===== src/design/flm_pkg.sv =====
// ---------------------------------------------------------------------------
// flm_pkg
// types, codes and constants of the flashlight mode controller
// ---------------------------------------------------------------------------
package flm_pkg;

    localparam int TEMP_W  = 10;
    localparam int TICK_W  = 8;
    localparam int LEVEL_W = 11;
    localparam int MODE_W  = 4;
    localparam int CFG_ADDR_W = 3;
    localparam int CFG_DATA_W = 10;

    // register indexes
    localparam logic [CFG_ADDR_W-1:0] REG_OVERTEMP_LIMIT   = 3'd0;
    localparam logic [CFG_ADDR_W-1:0] REG_IDLE_OFF_TICKS   = 3'd1;
    localparam logic [CFG_ADDR_W-1:0] REG_HOLD_TICKS       = 3'd2;
    localparam logic [CFG_ADDR_W-1:0] REG_BLINK_PERIOD     = 3'd3;
    localparam logic [CFG_ADDR_W-1:0] REG_BLINK_DARK_AFTER = 3'd4;

    // register reset values
    localparam logic [TEMP_W-1:0] RST_OVERTEMP_LIMIT   = 10'd340;
    localparam logic [TICK_W-1:0] RST_IDLE_OFF_TICKS   = 8'd62;
    localparam logic [TICK_W-1:0] RST_HOLD_TICKS       = 8'd37;
    localparam logic [TICK_W-1:0] RST_BLINK_PERIOD     = 8'd24;
    localparam logic [TICK_W-1:0] RST_BLINK_DARK_AFTER = 8'd8;

    localparam logic [TICK_W-1:0] TICK_MAX = 8'd255;

    // modes
    localparam logic [MODE_W-1:0] MODE_LAMP_OFF     = 4'd0;
    localparam logic [MODE_W-1:0] MODE_L1           = 4'd1;
    localparam logic [MODE_W-1:0] MODE_L2           = 4'd2;
    localparam logic [MODE_W-1:0] MODE_L3           = 4'd3;
    localparam logic [MODE_W-1:0] MODE_L4           = 4'd4;
    localparam logic [MODE_W-1:0] MODE_L5           = 4'd5;
    localparam logic [MODE_W-1:0] MODE_END_CYCLE    = 4'd6;
    localparam logic [MODE_W-1:0] MODE_PERSIST      = 4'd7;
    localparam logic [MODE_W-1:0] MODE_PERSIST_LAST = 4'd8;
    localparam logic [MODE_W-1:0] MODE_HOLD         = 4'd9;

    // button codes
    localparam logic [1:0] BTN_NONE    = 2'd0;
    localparam logic [1:0] BTN_PRESS   = 2'd1;
    localparam logic [1:0] BTN_RELEASE = 2'd2;
    localparam logic [1:0] BTN_HELD    = 2'd3;
    localparam int         BTN_DOWN_BIT = 1;

    // charger status codes
    localparam logic [1:0] CHG_SHUTDOWN = 2'd0;
    localparam logic [1:0] CHG_CHARGING = 2'd1;
    localparam logic [1:0] CHG_FINISHED = 2'd2;
    localparam logic [1:0] CHG_KEEP     = 2'd3;

    // green indicator codes
    localparam logic [1:0] GREEN_OFF   = 2'd0;
    localparam logic [1:0] GREEN_ON    = 2'd1;
    localparam logic [1:0] GREEN_FLASH = 2'd2;

    localparam logic [LEVEL_W-1:0] LEVEL_DARK = 11'd0;
    localparam logic [LEVEL_W-1:0] LEVEL_FULL = 11'd2000;

    typedef struct packed {
        logic [TEMP_W-1:0] overtemp_limit;
        logic [TICK_W-1:0] idle_off_ticks;
        logic [TICK_W-1:0] hold_ticks;
        logic [TICK_W-1:0] blink_period;
        logic [TICK_W-1:0] blink_dark_after;
    } flm_cfg_t;

    typedef struct packed {
        logic [MODE_W-1:0]  mode;
        logic [TICK_W-1:0]  up_ticks;
        logic [TICK_W-1:0]  down_ticks;
        logic [TICK_W-1:0]  blink_timer;
        logic [LEVEL_W-1:0] level;
        logic [1:0]         green;
    } flm_state_t;

    typedef struct packed {
        logic [1:0]        button_code;
        logic [TEMP_W-1:0] temperature;
        logic [1:0]        charger_status;
    } flm_tick_t;

    typedef struct packed {
        logic [MODE_W-1:0]  mode_now;
        logic [LEVEL_W-1:0] light_level;
        logic               light_update;
        logic               mode_changed;
        logic [1:0]         charge_led;
    } flm_result_t;

    localparam flm_state_t STATE_RESET = '{
        mode:        MODE_LAMP_OFF,
        up_ticks:    '0,
        down_ticks:  '0,
        blink_timer: '0,
        level:       LEVEL_DARK,
        green:       GREEN_OFF
    };

    function automatic logic [LEVEL_W-1:0] level_of(input logic [MODE_W-1:0] mode);
        logic [LEVEL_W-1:0] lvl;
        unique case (mode)
            MODE_LAMP_OFF: lvl = 11'd0;
            MODE_L1:       lvl = 11'd50;
            MODE_L2:       lvl = 11'd250;
            MODE_L3:       lvl = 11'd1000;
            MODE_L4:       lvl = 11'd1500;
            MODE_L5:       lvl = 11'd2000;
            default:       lvl = 11'd0;
        endcase
        return lvl;
    endfunction

    function automatic logic [TICK_W-1:0] sat_inc(input logic [TICK_W-1:0] v);
        return (v < TICK_MAX) ? TICK_W'(v + 1'b1) : v;
    endfunction

endpackage


===== src/design/flm_cfg_regs.sv =====
// ---------------------------------------------------------------------------
// flm_cfg_regs
// configuration register file with write-only access
// ---------------------------------------------------------------------------
module flm_cfg_regs (
    input  logic                           aclk,
    input  logic                           aresetn,
    input  logic                           cfg_wr_en,
    input  logic [flm_pkg::CFG_ADDR_W-1:0] cfg_addr,
    input  logic [flm_pkg::CFG_DATA_W-1:0] cfg_wdata,
    output flm_pkg::flm_cfg_t              cfg
);
    import flm_pkg::*;

    flm_cfg_t cfg_reg;

    always_ff @(posedge aclk) begin
        if (!aresetn) begin
            cfg_reg.overtemp_limit   <= RST_OVERTEMP_LIMIT;
            cfg_reg.idle_off_ticks   <= RST_IDLE_OFF_TICKS;
            cfg_reg.hold_ticks       <= RST_HOLD_TICKS;
            cfg_reg.blink_period     <= RST_BLINK_PERIOD;
            cfg_reg.blink_dark_after <= RST_BLINK_DARK_AFTER;
        end else if (cfg_wr_en) begin
            unique case (cfg_addr)
                REG_OVERTEMP_LIMIT:   cfg_reg.overtemp_limit   <= cfg_wdata;
                REG_IDLE_OFF_TICKS:   cfg_reg.idle_off_ticks   <= cfg_wdata[TICK_W-1:0];
                REG_HOLD_TICKS:       cfg_reg.hold_ticks       <= cfg_wdata[TICK_W-1:0];
                REG_BLINK_PERIOD:     cfg_reg.blink_period     <= cfg_wdata[TICK_W-1:0];
                REG_BLINK_DARK_AFTER: cfg_reg.blink_dark_after <= cfg_wdata[TICK_W-1:0];
                default: ;
            endcase
        end
    end

    assign cfg = cfg_reg;

endmodule


===== src/design/flm_tick_logic.sv =====
// ---------------------------------------------------------------------------
// flm_tick_logic
// one tick of counters, mode machine, blink and charge indicator
// ---------------------------------------------------------------------------
module flm_tick_logic (
    input  flm_pkg::flm_cfg_t    cfg,
    input  flm_pkg::flm_state_t  state,
    input  flm_pkg::flm_tick_t   tick,
    output flm_pkg::flm_state_t  state_next,
    output flm_pkg::flm_result_t result
);
    import flm_pkg::*;

    logic [TICK_W-1:0] up_n;
    logic [TICK_W-1:0] down_n;
    logic [TICK_W-1:0] blink_n;
    logic [MODE_W-1:0] req;
    logic [MODE_W-1:0] mode_n;
    logic [LEVEL_W-1:0] level_n;
    logic [1:0]        green_n;
    logic              changed;
    logic              update;
    logic [MODE_W-1:0] inc;

    always_comb begin
        // counters
        if (tick.button_code[BTN_DOWN_BIT]) begin
            down_n = sat_inc(state.down_ticks);
            up_n   = '0;
        end else begin
            up_n   = sat_inc(state.up_ticks);
            down_n = '0;
        end
        blink_n = sat_inc(state.blink_timer);

        // press, hold, release, overtemperature
        req = state.mode;
        inc = MODE_W'(state.mode + 1'b1);
        if (tick.button_code == BTN_PRESS) begin
            if (state.mode != MODE_LAMP_OFF && up_n >= cfg.idle_off_ticks) begin
                req = MODE_LAMP_OFF;
            end else if (state.mode < MODE_END_CYCLE) begin
                req = (inc == MODE_END_CYCLE) ? MODE_LAMP_OFF : inc;
            end else begin
                req = MODE_LAMP_OFF;
            end
        end
        if (down_n >= cfg.hold_ticks) begin
            if (state.mode == MODE_L1) begin
                req = MODE_HOLD;
            end else if (state.mode == MODE_L2) begin
                req = MODE_PERSIST;
            end
        end
        if (tick.button_code == BTN_RELEASE && state.mode > MODE_PERSIST_LAST) begin
            req = MODE_LAMP_OFF;
        end
        if (tick.temperature >= cfg.overtemp_limit) begin
            if (state.mode > MODE_L2) begin
                req = MODE_L2;
            end else if (req > MODE_L2) begin
                req = MODE_LAMP_OFF;
            end
        end

        // mode change with level command
        mode_n  = req;
        level_n = state.level;
        changed = (req != state.mode);
        update  = changed;
        if (changed) begin
            if (req < MODE_END_CYCLE) begin
                level_n = level_of(req);
            end else begin
                blink_n = '0;
                level_n = LEVEL_FULL;
            end
        end

        // blink
        if (mode_n == MODE_PERSIST || mode_n == MODE_HOLD) begin
            if (blink_n >= cfg.blink_period) begin
                level_n = LEVEL_FULL;
                blink_n = '0;
                update  = 1'b1;
            end else if (blink_n >= cfg.blink_dark_after) begin
                level_n = LEVEL_DARK;
                update  = 1'b1;
            end
        end

        // charge indicator
        unique case (tick.charger_status)
            CHG_SHUTDOWN: green_n = GREEN_OFF;
            CHG_CHARGING: green_n = GREEN_FLASH;
            CHG_FINISHED: green_n = GREEN_ON;
            default:      green_n = state.green;
        endcase

        state_next.mode        = mode_n;
        state_next.up_ticks    = up_n;
        state_next.down_ticks  = down_n;
        state_next.blink_timer = blink_n;
        state_next.level       = level_n;
        state_next.green       = green_n;

        result.mode_now     = mode_n;
        result.light_level  = level_n;
        result.light_update = update;
        result.mode_changed = changed;
        result.charge_led   = green_n;
    end

endmodule


===== src/design/flashlight_mode_controller.sv =====
// ---------------------------------------------------------------------------
// flashlight_mode_controller
// tick-driven mode controller for a handheld light
// ---------------------------------------------------------------------------
//  channel  direction  ports                                  word
//  s_       in         button_code temperature charger_status one tick
//  m_       out        mode_now light_level light_update      one result
//                      mode_changed charge_led
//  cfg_     in         wr_en addr wdata                       one register
//
//  one tick per cycle sustained while results are taken; a tick goes into
//  the input register, then through the tick logic into the result register
//  the tick logic is combinational; the controller state updates on advance
//  reset clears state, counters and valids and loads register defaults
//  a stalled result holds; s_ready stays high while the result register
//  can take the pending tick
// ---------------------------------------------------------------------------
module flashlight_mode_controller (
    input  logic                              aclk,
    input  logic                              aresetn,
    input  logic                              s_valid,
    output logic                              s_ready,
    input  logic [1:0]                        s_button_code,
    input  logic [flm_pkg::TEMP_W-1:0]        s_temperature,
    input  logic [1:0]                        s_charger_status,
    output logic                              m_valid,
    input  logic                              m_ready,
    output logic [flm_pkg::MODE_W-1:0]        m_mode_now,
    output logic [flm_pkg::LEVEL_W-1:0]       m_light_level,
    output logic                              m_light_update,
    output logic                              m_mode_changed,
    output logic [1:0]                        m_charge_led,
    input  logic                              cfg_wr_en,
    input  logic [flm_pkg::CFG_ADDR_W-1:0]    cfg_addr,
    input  logic [flm_pkg::CFG_DATA_W-1:0]    cfg_wdata
);
    import flm_pkg::*;

    flm_cfg_t    cfg;
    flm_state_t  state_reg;
    flm_state_t  state_next;
    flm_tick_t   tick_reg;
    flm_result_t result_next;
    flm_result_t result_reg;
    logic        tick_valid_reg;
    logic        m_valid_reg;
    logic        advance;

    flm_cfg_regs u_cfg_regs (
        .aclk      (aclk),
        .aresetn   (aresetn),
        .cfg_wr_en (cfg_wr_en),
        .cfg_addr  (cfg_addr),
        .cfg_wdata (cfg_wdata),
        .cfg       (cfg)
    );

    flm_tick_logic u_tick_logic (
        .cfg        (cfg),
        .state      (state_reg),
        .tick       (tick_reg),
        .state_next (state_next),
        .result     (result_next)
    );

    assign advance = tick_valid_reg && (!m_valid_reg || m_ready);
    assign s_ready = !tick_valid_reg || advance;

    always_ff @(posedge aclk) begin
        if (!aresetn) begin
            tick_valid_reg <= 1'b0;
            m_valid_reg    <= 1'b0;
            state_reg      <= STATE_RESET;
        end else begin
            if (s_ready) begin
                tick_valid_reg <= s_valid;
            end
            if (advance) begin
                state_reg   <= state_next;
                m_valid_reg <= 1'b1;
            end else if (m_ready) begin
                m_valid_reg <= 1'b0;
            end
        end
    end

    always_ff @(posedge aclk) begin
        if (s_valid && s_ready) begin
            tick_reg.button_code    <= s_button_code;
            tick_reg.temperature    <= s_temperature;
            tick_reg.charger_status <= s_charger_status;
        end
        if (advance) begin
            result_reg <= result_next;
        end
    end

    assign m_valid        = m_valid_reg;
    assign m_mode_now     = result_reg.mode_now;
    assign m_light_level  = result_reg.light_level;
    assign m_light_update = result_reg.light_update;
    assign m_mode_changed = result_reg.mode_changed;
    assign m_charge_led   = result_reg.charge_led;

endmodule


===== config.mk =====
export PLATFORM = sky130hd
export DESIGN_NAME = flashlight_mode_controller
export DESIGN_NICKNAME = d
export VERILOG_FILES = /design/src/design/flm_pkg.sv /design/src/design/flm_cfg_regs.sv /design/src/design/flm_tick_logic.sv /design/src/design/flashlight_mode_controller.sv
export SDC_FILE = /design/constraint.sdc
export NUM_CORES = 1
export LEC_CHECK = 0
export BUFFER_PORTS_ARGS = -buffer_cell sky130_fd_sc_hd__buf_2
export CAP_MARGIN = 20
export CORE_MARGIN = 2
export CORE_UTILIZATION = 40
export DETAILED_ROUTE_END_ITERATION = 6
export SYNTH_ARGS = -nofsm -noshare
export SYNTH_HDL_FRONTEND = slang
export SYNTH_HIERARCHICAL = 1
export SYNTH_SLANG_ARGS = --single-unit

===== constraint.sdc =====
create_clock -name aclk -period 17.3 [get_ports aclk]
set_input_delay 3.46 -clock aclk [delete_from_list [all_inputs] [get_ports aclk]]
set_output_delay 3.46 -clock aclk [all_outputs]
set_load 0.05 [all_outputs]

=== Yosys cells after proc, flatten, opt, wreduce, memory -nomap -nowiden ===
Cells that the tools add are included.

* Register bits after elaboration: 118
* Input port bits: 32
* Output and inout bits: 21
* Logic and storage cells: 107

* Add/sub/neg operators: 4
* Order comparisons: 13
* Equal/unequal tests: 19
* Multiplexer cells: 32
* Reductions and logical operators: 18

{| class="wikitable"
|+ Operator list
! operator !! count
|-
| two-way mux 8 bit || 9
|-
| two-way mux 11 bit || 5
|-
| one-hot mux 11 bit (5 select lines) || 1
|-
| two-way mux 4 bit || 11
|-
| >= comparator 8 bit || 4
|-
| adder 8 x 1 -> 8 bit, second input constant || 3
|-
| less-than comparator 8 bit, second input constant || 3
|-
| == test 4 x 3 -> 1 bit, second input constant || 4
|-
| == test 4 x 2 -> 1 bit, second input constant || 3
|-
| >= comparator 10 bit || 1
|-
| AND reduction 2 bit || 5
|-
| == test 4 x 1 -> 1 bit, second input constant || 2
|-
| > comparator 4 x 2 -> 1 bit, second input constant || 2
|-
| less-than comparator 4 x 3 -> 1 bit, second input constant || 2
|-
| == test 3 x 2 -> 1 bit, second input constant || 2
|-
| one-hot mux 2 bit (3 select lines) || 1
|-
| two-way mux 1 bit || 5
|-
| adder 4 x 1 -> 4 bit, second input constant || 1
|-
| == test 2 x 1 -> 1 bit, second input constant || 2
|-
| == test 2 bit, second input constant || 2
|-
| == test 4 bit, second input constant || 1
|-
| > comparator 4 bit, second input constant || 1
|-
| logical AND 1 bit || 4
|-
| inequality test 4 bit || 1
|-
| 8 further kinds || 11
|}

=== Logic depth before layout (Yosys ltp) ===
* Word-level depth: 22
* Depth in mapped cells: 32
* Mapped depth without buffers: 29

=== Cells and area by module ===
Netlist, hierarchy kept.

{| class="wikitable"
|+ Modules (own cells, without submodules)
! module !! times used !! cells each !! area each (um^2) !! sequential area each (um^2)
|-
| flashlight_mode_controller || 1 || 220 || 2755.1 || 1851.8
|-
| flm_tick_logic || 1 || 390 || 2641.3 || 0.0
|-
| flm_cfg_regs || 1 || 161 || 1666.6 || 840.8
|}

=== Worst setup path after synthesis ===
No wires, ideal clock.

* Path kind: input -> output
* Start: input m_ready
* End: output s_ready
* Arrival time: 3.889 ns
* Data required time: 13.840 ns
* Path slack: 9.951 ns
* Stages on the path: 2
* Buffers on the path: 0
* Cells stage by stage: nor2b_4 nand2_1

* Longest elaborated chain between the ends: 3

{| class="wikitable"
|+ Ends and longest elaborated chain
! item !! RTL line !! RTL
|-
| start, declared || flashlight_mode_controller.sv:27 || <nowiki>input logic m_ready,</nowiki>
|-
| logical OR 1 bit || flashlight_mode_controller.sv:66 || <nowiki>assign advance = tick_valid_reg && (!m_valid_reg || m_ready);</nowiki>
|-
| logical AND 1 bit || flashlight_mode_controller.sv:66 ||
|-
| logical OR 1 bit || flashlight_mode_controller.sv:67 || <nowiki>assign s_ready = !tick_valid_reg || advance;</nowiki>
|-
| end, declared || flashlight_mode_controller.sv:22 || <nowiki>output logic s_ready,</nowiki>
|}

Every way passes these cells.

=== Worst setup path after layout ===
Same ends and word-level chain as after synthesis.

==> run summary <==
The number of top-level pins was 53. The run gives 17300 um2 as the core box area. The via density per instance was 4.99. After clock tree synthesis, the setup repair step added 0 buffers.

The count of input and output buffers was 52. The floorplan step defined a die boundary enclosing 18700 um2. The tools report the cell area after placement as 7270 um2. In the final routing, the length of wire on met1 measures 6920 um. The largest voltage drop on the vdd net was 63.4 uV. The most critical setup path has its startpoint at m_ready. TritonCTS built the clock tree. For the total of hold buffers inserted after clock tree synthesis, the log shows 0. For this block, the initial DRC count from the detailed router was 226.

Timing would allow up to 134 MHz. The tools report the flop-to-flop setup slack as 10.34 ns. Leakage dissipation: 3.41 nW. The path depth of the worst reg2reg path is 28. Counting flops with a built-in enable in the synthesized netlist gives 33.

The final critical delay including setup and external delays is 7.48 ns. For this block, the routed nets add up to 13900 um of wire. The run gives 0 as the number of setup violations in the final report. The initial antenna violation count is 0, and the critical-path maximum fanout is 4.

The endpoint identified for the worst register-to-register timing path is state_reg[5]$_SDFFE_PN0P_. The path class of the lowest-slack min-delay path is reg -> reg. The startpoint-to-endpoint class of the critical path was in -> out. In this run, distinct cell masters in the synthesized netlist total 69. Relative to the synthesized area, the layout overhead comes to 11.1%. Fill cells in the final layout number 1697. The Yosys step of the flow raised 6 warnings. The synthesized instance count was 771; the initial standard-cell utilization of the core was 0.408.

The flip-flop count of the largest register, all copies and words added came out at 42. After clock tree synthesis, the repair step resized 0 gates. Among all stages on the critical path, the largest delay is contributed by sky130_fd_sc_hd__buf_2. The run gives 0.158 as the aggregate global-route resource usage.

Setup repair after global routing left no endpoint under its margin. For the post-synthesis sequential area ratio, the log shows 0.381. The reg-to-reg critical path startpoint is state_reg[29]$_SDFFE_PN0P_.

For the final routed database, the setup TNS stands at 0 ns. After clock tree synthesis, the clock-pin slew on the worst setup and hold paths is 0.06 ns. The first global-routing pass estimated 23100 um of wire. The clock arrives with 0.0110 ns of skew. The async set-reset flop share out of synthesis was 0; the height of the die was 137 um.

The half-perimeter wire length after placement is 9770 um. The most used flip-flop cell after synthesis was sky130_fd_sc_hd__dfxtp_1. The final count of hold timing violations is 0, and the antenna cell count is 0. The tools report the met2 routed wirelength as 6460 um.

For this run, the slowest stage of the critical path takes 0.21 ns. Uppermost layer routed: met4. For this design the ratio of total power to cell area is 90.3 nW/um2. The run finished with clean final reports. Among the stages of the critical path, the cell type that occurs most often is sky130_fd_sc_hd__buf_2. STA puts the critical path data required time at 13.84 ns. The worst hold path was traced through 2 stages. Following the worst setup path forward leads to its endpoint at s_ready.

In this run the cell area of the synthesized design comes to 7060 um2. The wire length per cell is 13.5 um, and the worst slew margin relative to its limit is 0.341. The register bit count reported by yosys was 118; the total of max-cap violations was 0.

Critical path launch point type: an input pin. The count of pins over their slew limit is 0. The number of nets in the layout was 873. The worst setup path is captured at an output pin. For this run, the detailed router's first-pass iteration total came to 4. The root buffer cell chosen for the clock tree is sky130_fd_sc_hd__clkbuf_16. The number of H-tree levels came out at 4. The number of nets in the synthesized netlist is 851. The average size of a mapped cell came out at 9.16 um2.

For the insertion delay to the later sink of the worst-skew pair, the log shows 0.42 ns. The number of buffers created by CTS is 17. Number of core rows: 48. In the detailed route, the total length drawn on met3 is 372 um. Walking the worst path, the cells encountered are buf_2, nor2b_4, nand2_1, buf_2. For this run, design rule violations remaining after detail routing come to 0. At the pin with the least slew margin, the transition time is 0.989 ns. The share of final-layout standard cells stronger than drive strength 1 is 0.130, and the fraction of the cycle the final worst path needs is 0.432. After routing the design area is 7850 um2. At the worst endpoint, the arrival time is 4.02 ns.

The largest net degree at the start of global routing is 110. For this design, the sink count on the clock tree is 118. For the total via count in the routed design, the log shows 5145. The clock passes through at most 2 buffers. The die is 137 um wide. Routability-driven placement finished with a final weighted congestion of 0.828. The count of nets left with antenna violations once routing finished came out at 0. Via count of the first global-routing pass: 4720. Global routing finished with a remaining overflow of 0.
-- cell usage in the layout (no fill, tap or decap), types with 4 or more instances in the layout --
cell type and instances:
sky130_fd_sc_hd__edfxtp_1 33, sky130_fd_sc_hd__a21o_1 6, sky130_fd_sc_hd__nor3_1 10, sky130_fd_sc_hd__nand2_1 141
sky130_fd_sc_hd__nor2_1 45, sky130_fd_sc_hd__buf_4 5, sky130_fd_sc_hd__inv_1 53, sky130_fd_sc_hd__nand2b_1 9
sky130_fd_sc_hd__ha_1 48, sky130_fd_sc_hd__clkbuf_16 17, sky130_fd_sc_hd__nand3_1 11, sky130_fd_sc_hd__mux2i_1 91
sky130_fd_sc_hd__and3_1 17, sky130_fd_sc_hd__buf_2 51, sky130_fd_sc_hd__xor2_1 12, sky130_fd_sc_hd__dfxtp_1 85
sky130_fd_sc_hd__o21a_1 4, sky130_fd_sc_hd__nand4_1 7, sky130_fd_sc_hd__a21boi_0 4, sky130_fd_sc_hd__and2_1 7
sky130_fd_sc_hd__a21oi_1 16, sky130_fd_sc_hd__nor2b_1 28, sky130_fd_sc_hd__o21ai_0 25
-- layout make-up --
cell class	count	area (um2)	area share
multi-input combinational	546	3800	0.484
sequential	118	2690	0.343
clock buffer	17	425	0.0542
timing repair buffer	56	293	0.0373
tap	225	282	0.0359
inverter	54	203	0.0258
clock inverter	15	154	0.0196
-- per-layer routing --
metal  global-route usage  vias to the layer above
met5                    0                        -
met4               0.0584                        0
met3               0.0356                       12
met2                0.251                       57
met1                0.209                     2380
li1                     -                     2696
-- cell families (layout without fill, tap and decap cells) --
| logic type | after synthesis | in the layout | synth area share |
|---|---|---|---|
| buffers and inverters | 107 | 142 | 0.0827 |
| adders and majority gates | 48 | 48 | 0.0850 |
| xor gates and xnor gates | 13 | 13 | 0.0161 |
| muxes | 91 | 91 | 0.129 |
| DFF | 118 | 118 | 0.381 |
| and+or+nand+nor | 301 | 301 | 0.208 |
| AOI/OAI and AO/OA | 93 | 93 | 0.0978 |
-- critical path, delay by kind of cell --
family	cells	cell delay, ns
buf+inv	2	0.32
simple gates	2	0.23
-- power breakdown --
group | internal [mW] | switching, mW | leakage [nW]
Sequential | 0.293 | 0.00419 | 1.01
Clock | 0.212 | 0.134 | 0.277
Combinational | 0.0234 | 0.0410 | 2.13
Total | 0.529 | 0.179 | 3.41
-- per-stage QoR --
stage                      util  std cells  worst slack, ns  hold slack, ns  power, mW
after floorplan               -        771             9.95           0.430      0.359
after global placement    0.420        999             9.82           0.439      0.368
after detailed placement  0.420        999             9.82           0.450      0.368
after CTS                 0.454       1031             9.82           0.458      0.719
after global routing      0.454       1031             9.66           0.473      0.738
final                     0.454       1031             9.82           0.456      0.708
-- worst min-delay path by stage --
stage | start | end
after floorplan | state_reg[2]$_SDFFE_PN0P_ | state_reg[2]$_SDFFE_PN0P_
after global placement | state_reg[2]$_SDFFE_PN0P_ | state_reg[2]$_SDFFE_PN0P_
after detailed placement | u_cfg_regs/cfg[41]$_SDFFE_PN0P_ | u_cfg_regs/cfg[41]$_SDFFE_PN0P_
after CTS | u_cfg_regs/cfg[41]$_SDFFE_PN0P_ | u_cfg_regs/cfg[41]$_SDFFE_PN0P_
after global routing | state_reg[10]$_SDFFE_PN0P_ | state_reg[10]$_SDFFE_PN0P_
final | u_cfg_regs/cfg[41]$_SDFFE_PN0P_ | u_cfg_regs/cfg[41]$_SDFFE_PN0P_
-- synthesized netlist by cell type, types with 4 or more instances --
master                     count  area share
sky130_fd_sc_hd__o21a_1        4      0.0043
sky130_fd_sc_hd__and3_1       17       0.015
sky130_fd_sc_hd__edfxtp_1     33        0.14
sky130_fd_sc_hd__nor2_1       45       0.024
sky130_fd_sc_hd__xor2_1       12       0.015
sky130_fd_sc_hd__a21boi_0      4      0.0043
sky130_fd_sc_hd__a21oi_1      16       0.011
sky130_fd_sc_hd__mux2i_1      91        0.13
sky130_fd_sc_hd__inv_1        53       0.028
sky130_fd_sc_hd__nand2_1     141       0.075
sky130_fd_sc_hd__and2_1        7      0.0062
sky130_fd_sc_hd__nor3_1       10      0.0071
sky130_fd_sc_hd__buf_4        21       0.022
sky130_fd_sc_hd__nand4_1       7      0.0062
sky130_fd_sc_hd__buf_2        13      0.0092
sky130_fd_sc_hd__nand3_1      11      0.0078
sky130_fd_sc_hd__nor2b_1      28       0.025
sky130_fd_sc_hd__nand2b_1      9      0.0080
sky130_fd_sc_hd__a21o_1        6      0.0064
sky130_fd_sc_hd__clkbuf_1     12      0.0064
sky130_fd_sc_hd__buf_12        4       0.011
sky130_fd_sc_hd__o21ai_0      25       0.018
sky130_fd_sc_hd__ha_1         48       0.085
sky130_fd_sc_hd__dfxtp_1      85        0.24
Note: power is estimated with default switching activity, not from simulation.
